==> config.mk <==
export PLATFORM = sky130hd
export DESIGN_NAME = periodic_slot_scheduler
export DESIGN_NICKNAME = d
export VERILOG_FILES = /design/src/hw/rtl/pss_pkg.sv /design/src/hw/rtl/pss_slot_unit.sv /design/src/hw/rtl/periodic_slot_scheduler.sv
export SDC_FILE = /design/constraint.sdc
export NUM_CORES = 1
export LEC_CHECK = 0
export BUFFER_PORTS_ARGS = -buffer_cell sky130_fd_sc_hd__buf_2
export CORE_MARGIN = 1.5
export CORE_UTILIZATION = 40
export CTS_CLUSTER_DIAMETER = 150
export DETAILED_ROUTE_END_ITERATION = 7
export PLACE_DENSITY = 0.52
export SYNTH_ARGS = -nofsm -noshare
export SYNTH_HDL_FRONTEND = slang
export SYNTH_SLANG_ARGS = --single-unit
==> constraint.sdc <==
create_clock -name clk -period 11.6 [get_ports clk]
set_input_delay 1.74 -clock clk [delete_from_list [all_inputs] [get_ports clk]]
set_output_delay 1.74 -clock clk [all_outputs]
set_load 0.02 [all_outputs]
==> src/hw/rtl/pss_pkg.sv <==
package pss_pkg;

  localparam int SLOT_COUNT_DEF = 16;
  localparam int TIME_W         = 32;
  localparam int PERIOD_W       = 16;
  localparam int MASK_W         = 16;
  localparam int KIND_W         = 2;
  localparam int IDX_W          = 4;
  // slots reachable by a load request (slot_index width)
  localparam int LOAD_SLOTS     = 1 << IDX_W;

  typedef enum logic [KIND_W-1:0] {
    KIND_CHECK = 2'd0,
    KIND_ALIGN = 2'd1,
    KIND_LOAD  = 2'd2
  } kind_t;

  typedef enum logic [1:0] {
    ST_IDLE,
    ST_RUN,
    ST_WAIT
  } state_t;

  // result of one slot evaluation
  typedef struct packed {
    logic              fire;
    logic [TIME_W-1:0] next_time;
  } slot_upd_t;

endpackage

==> src/hw/rtl/pss_slot_unit.sv <==
module pss_slot_unit (
  input  logic [pss_pkg::TIME_W-1:0]   now_time,
  input  logic [pss_pkg::TIME_W-1:0]   last_time,
  input  logic [pss_pkg::PERIOD_W-1:0] period,
  output pss_pkg::slot_upd_t           upd
);
  import pss_pkg::*;

  logic [TIME_W-1:0] elapsed;
  logic [TIME_W-1:0] period_ext;
  logic [TIME_W-1:0] period_x2;
  logic              snap;

  assign elapsed    = now_time - last_time;
  assign period_ext = TIME_W'(period);
  // snap threshold: twice the period
  assign period_x2  = TIME_W'({period, 1'b0});
  assign snap       = elapsed > period_x2;

  always_comb begin
    upd.fire      = elapsed >= period_ext;
    upd.next_time = last_time;
    if (upd.fire) begin
      upd.next_time = snap ? now_time : (last_time + period_ext);
    end
  end

endmodule

==> src/hw/rtl/periodic_slot_scheduler.sv <==
// Check request: one slot is evaluated per cycle by the shared subtract/compare
//   unit, then the finished mask waits in ST_WAIT until the output register
//   frees up; in_ready stays low until that mask is loaded into out_*.
// Align and load requests: go straight to ST_WAIT and return an empty mask.
// A new request is taken while the previous result still sits in out_*.
// Reset (rst_n low, synchronous): slot table cleared, no result pending.
module periodic_slot_scheduler #(
  parameter int SLOT_COUNT = pss_pkg::SLOT_COUNT_DEF
) (
  input  logic                         clk,
  input  logic                         rst_n,
  input  logic                         in_valid,
  output logic                         in_ready,
  input  logic [pss_pkg::KIND_W-1:0]   in_kind,
  input  logic [pss_pkg::TIME_W-1:0]   in_now_time,
  input  logic [pss_pkg::IDX_W-1:0]    in_slot_index,
  input  logic [pss_pkg::PERIOD_W-1:0] in_load_period,
  input  logic                         in_load_enable,
  output logic                         out_valid,
  input  logic                         out_ready,
  output logic [pss_pkg::MASK_W-1:0]   out_fire_mask
);
  import pss_pkg::*;

  localparam int CNT_W = (SLOT_COUNT > 1) ? $clog2(SLOT_COUNT) : 1;

  // sequencer
  state_t            state_r, state_nxt;
  logic [CNT_W-1:0]  cnt_r, cnt_nxt;      // slot being evaluated
  logic [TIME_W-1:0] now_r;               // time of the running check
  logic [MASK_W-1:0] mask_r, mask_nxt;    // fire mask being built

  // slot table
  logic [TIME_W-1:0]   last_r   [SLOT_COUNT];
  logic [PERIOD_W-1:0] period_r [SLOT_COUNT];
  logic [SLOT_COUNT-1:0] enable_r;

  // output register
  logic              out_valid_r, out_valid_nxt;
  logic [MASK_W-1:0] out_mask_r;
  logic              out_load;

  logic      in_acc;
  logic      out_free;
  logic      run_step;
  logic      last_slot;
  slot_upd_t upd;

  assign in_ready      = (state_r == ST_IDLE);
  assign in_acc        = in_valid && in_ready;
  assign out_free      = !out_valid_r || out_ready;
  assign run_step      = (state_r == ST_RUN);
  assign last_slot     = (cnt_r == CNT_W'(SLOT_COUNT - 1));
  assign out_valid     = out_valid_r;
  assign out_fire_mask = out_mask_r;

  // shared elapsed-time / compare / advance unit, one slot per cycle
  pss_slot_unit u_unit (
    .now_time  (now_r),
    .last_time (last_r[cnt_r]),
    .period    (period_r[cnt_r]),
    .upd       (upd)
  );

  always_comb begin
    state_nxt     = state_r;
    cnt_nxt       = cnt_r;
    mask_nxt      = mask_r;
    out_load      = 1'b0;
    case (state_r)
      ST_IDLE: begin
        if (in_acc) begin
          cnt_nxt  = '0;
          mask_nxt = '0;
          // align/load/unused kinds finish at once with an empty mask
          state_nxt = (in_kind == KIND_CHECK) ? ST_RUN : ST_WAIT;
        end
      end
      ST_RUN: begin
        cnt_nxt = cnt_r + 1'b1;
        // only the first MASK_W slots have a bit in the mask
        for (int j = 0; j < MASK_W; j++) begin
          if (j < SLOT_COUNT && 32'(cnt_r) == j && upd.fire && enable_r[cnt_r]) begin
            mask_nxt[j] = 1'b1;
          end
        end
        if (last_slot) begin
          state_nxt = ST_WAIT;
        end
      end
      ST_WAIT: begin
        // hold the finished mask until the output register frees up
        if (out_free) begin
          out_load  = 1'b1;
          state_nxt = ST_IDLE;
        end
      end
      default: begin
        state_nxt = ST_IDLE;
      end
    endcase

    if (out_load) begin
      out_valid_nxt = 1'b1;
    end else if (out_ready) begin
      out_valid_nxt = 1'b0;
    end else begin
      out_valid_nxt = out_valid_r;
    end
  end

  always_ff @(posedge clk) begin
    if (!rst_n) begin
      state_r     <= ST_IDLE;
      cnt_r       <= '0;
      mask_r      <= '0;
      out_valid_r <= 1'b0;
    end else begin
      state_r     <= state_nxt;
      cnt_r       <= cnt_nxt;
      mask_r      <= mask_nxt;
      out_valid_r <= out_valid_nxt;
    end
  end

  always_ff @(posedge clk) begin
    if (in_acc) begin
      now_r <= in_now_time;
    end
    if (out_load) begin
      out_mask_r <= mask_r;
    end
  end

  // slot table: reset clears, align writes all timestamps, load writes one
  // slot's period/enable, a check step rewrites the visited timestamp
  always_ff @(posedge clk) begin
    if (!rst_n) begin
      for (int j = 0; j < SLOT_COUNT; j++) begin
        last_r[j]   <= '0;
        period_r[j] <= '0;
      end
      enable_r <= '0;
    end else begin
      if (in_acc && in_kind == KIND_ALIGN) begin
        for (int j = 0; j < SLOT_COUNT; j++) begin
          last_r[j] <= in_now_time;
        end
      end
      if (in_acc && in_kind == KIND_LOAD) begin
        // index past the table is dropped
        for (int j = 0; j < SLOT_COUNT; j++) begin
          if (j < LOAD_SLOTS && 32'(in_slot_index) == j) begin
            period_r[j] <= in_load_period;
            enable_r[j] <= in_load_enable;
          end
        end
      end
      if (run_step) begin
        last_r[cnt_r] <= upd.next_time;
      end
    end
  end

endmodule

==> metrics <==
Yosys reg bits=between 800 and 900; vias in the first global route=around 29,000; worst min-delay path startpoint=mask_r[13]; CTS resizes=0; worst-skew pair later-pin latency=around 0.71 ns; # hold bufs at CTS=0; Routed Wire Length=139.2 mm; Die W=~330 microns; Layout fillers=between 9,000 and 10,000; Slew HR=between 20% and 30%; Num CTS Buffers=96; Post-CTS Setup Bufs=0; Final min period=roughly 8.4 ns; DRC=0; first-pass GRT wire length=201.1 mm; fin crit share=between 70% and 80%; Finish-stage setup viols=0; Syn. warnings=0; Initial Utilization=between 40% and 50%; Crit Path Category=reg2reg; peak supply drop=approximately 0.12 mV; Die ar.=approximately 110,000 sq um; CP required=between 10 and 15 ns; drt first pass iters=8; Multi-input gate area=around 16,000 sq um; global-route usage over all layers=roughly a quarter; fraction of layout cells with a size suffix above 1=around a fifth; syn_area_per_cell=~14 sq um; TritonCTS clock tree=built; antenna violations before repair=10; Post-DRT Antenna Nets=0; Max-Cap Viols=0; Top Ports=slightly below 80; CTS root buffer=clkbuf_16; CTS sink cnt=approximately 860; arrival time worst endpoint=around 9 ns; Hold WS=0.4333 ns; Area Growth Syn to Fin=12.11%; # H-tree levels=3; number of synthesized flops with an enable pin=between 800 and 900; post-synthesis net count=3,230; row cnt=roughly 120; WL/cell=30.55 microns; FFs w/ async S/R, synth=0%; drt initial violations=between 3,000 and 4,000; Cell Area, Synth=about 42,000 sq um; CP Capture Type=register; largest net degree at the start of global routing=between 70 and 80; commonest non-fill, non-tap cell in the layout=edfxtp_1; critical path peak fanout=42; Worst Skew=between 0.05 and 0.06 ns; fmax=0.1197 GHz; detailed placement HPWL=81.60 mm; nets=approximately 3,200; via count=28,770; Max clock buf depth=3; Die H=about 330 microns; HP Class=reg2reg; number of vias per cell=6.313; grt total ovfl=0; final hold vios=0; Reg area=25,380 sq um; Final GP Congestion=about 0.93; Slew Limit Fails=0; worst slew pin tran=~1.2 ns; most frequent cells in the layout=816 x edfxtp_1, 413 x o21ai_0, 251 x nor2_1; RSZ-0062 raised after global routing=no; Yosys cell types=between 70 and 80; setup TNS=0 ns; Mapped Cells=3,084; top_reg_cell synth=edfxtp_1; Cell Pwr Density=166.1 nW/um^2; clock-pin slew on the worst setup and hold paths=approximately 0.060 ns; placeable core area=103,800 sq um; Startpoint Class=register; post-synthesis sequential area ratio=60.35%; P_leak=about 16 nW; status=complete, no violations; Port Buffers=76
[path summary, 6_finish.rpt]
check                           end  slack (ns)  cells after the start
setup reg to reg      last_r[6][26]        3.25                     23
setup / recovery      last_r[6][26]        3.25                     23
hold / removal    out_fire_mask[13]        0.43                      0
hold reg to reg   out_fire_mask[13]        0.43                      0
[area by class of cell]
| type | count | area share [%] |
|---|---|---|
| clock inverter | 55 | 1.291 |
| antenna | 4 | 0.02124 |
| tap | 1380 | 3.664 |
| inverter | 88 | 0.7010 |
| sequential | 859 | 53.86 |
| multi-input combinational | 1907 | 33.10 |
| clock buffer | 120 | 5.465 |
| timing repair buffer | 144 | 1.896 |
[cells in the mapped netlist (12+ instances only)]
master / count / area share, %
mux4_2: 241 / 13
xnor2_1: 27 / 0.56
o21ai_0: 421 / 5.0
o32ai_1: 66 / 1.4
clkbuf_1: 155 / 1.4
mux2i_1: 21 / 0.50
nand3_1: 46 / 0.55
nor2_1: 256 / 2.3
o22ai_1: 37 / 0.55
nor2b_1: 18 / 0.27
o21ai_1: 51 / 0.61
buf_1: 13 / 0.12
buf_2: 47 / 0.56
nand2b_1: 19 / 0.28
and3_1: 14 / 0.21
ha_1: 85 / 2.5
o22ai_2: 24 / 0.71
a21oi_1: 148 / 1.8
a211oi_1: 12 / 0.21
edfxtp_1: 816 / 58
nand2_1: 190 / 1.7
buf_4: 12 / 0.21
a21o_1: 27 / 0.48
nand4_1: 12 / 0.18
dfxtp_1: 43 / 2.0
nor3_1: 17 / 0.20
inv_1: 87 / 0.78
a31oi_1: 23 / 0.34
[state kept, by name, summed over array words and instances, names as in the netlist, named ones only]
register and cells:
state_r 2, last_r 512, enable_r 16, now_r 32
out_valid 1, cnt_r 4, period_r 256, mask_r 16
out_fire_mask 16
[report_power, final]
| group | total [mW] | switching (mW) | internal (mW) |
|---|---|---|---|
| logic | 1.11 | 0.734 | 0.376 |
| clock network | 3.08 | 1.31 | 1.77 |
| registers | 3.64 | 0.0538 | 3.58 |
| total | 7.83 | 2.10 | 5.73 |
[worst max-delay path, stage by stage, from the launching register on]
cell and delay [ns]:
dfxtp_4 0.83, buf_4 0.81, mux4_2 0.60, mux4_2 0.56, inv_1 0.09, ha_1 0.21
nor2b_1 0.21, o2111ai_1 0.20, a21oi_1 0.49, nor2_1 0.15, xnor2_1 0.42, ha_1 0.33
and4_1 0.22, a21oi_1 0.14, nand2_1 0.08, a221oi_1 0.29, nand3b_1 0.16, buf_4 0.31
nand2_1 0.11, inv_1 0.07, nor3_4 0.13, buf_4 0.36, mux2i_1 0.94, o21ai_0 0.25
[metal layers]
metal,track usage [%],share of wire (%)
met1,36.78,41
met2,40.62,46
met3,4.735,9.7
met4,8.645,3.0
met5,0,0.019
[metrics by stage]
step	setup slack, ns	instances	util [%]	area, sq um	power [mW]
2_1_floorplan	4.674	3084	-	42030	4.411
5_1_grt	2.543	4554	45.39	47110	8.073
4_1_cts	3.336	4553	45.39	47110	7.852
6_report	3.247	4557	45.40	47120	7.827
3_5_place_dp	3.393	4378	42.32	43930	4.796
3_3_place_gp	3.488	4378	42.32	43930	4.772
[kinds of logic (layout without fill, tap and decap cells)]
family | after synthesis | after routing | share of synthesized area, %
AOI/OAI and AO/OA | 903 | 903 | 13.12
DFF | 859 | 859 | 60.35
and+or+nand+nor | 615 | 615 | 6.460
buffers and inverters | 318 | 407 | 3.141
muxes | 264 | 264 | 13.49
adders and majority gates | 87 | 87 | 2.626
xor gates and xnor gates | 38 | 38 | 0.8097
other | 0 | 4 | 0
No activity file was read; power rests on OpenSTA's default activity.
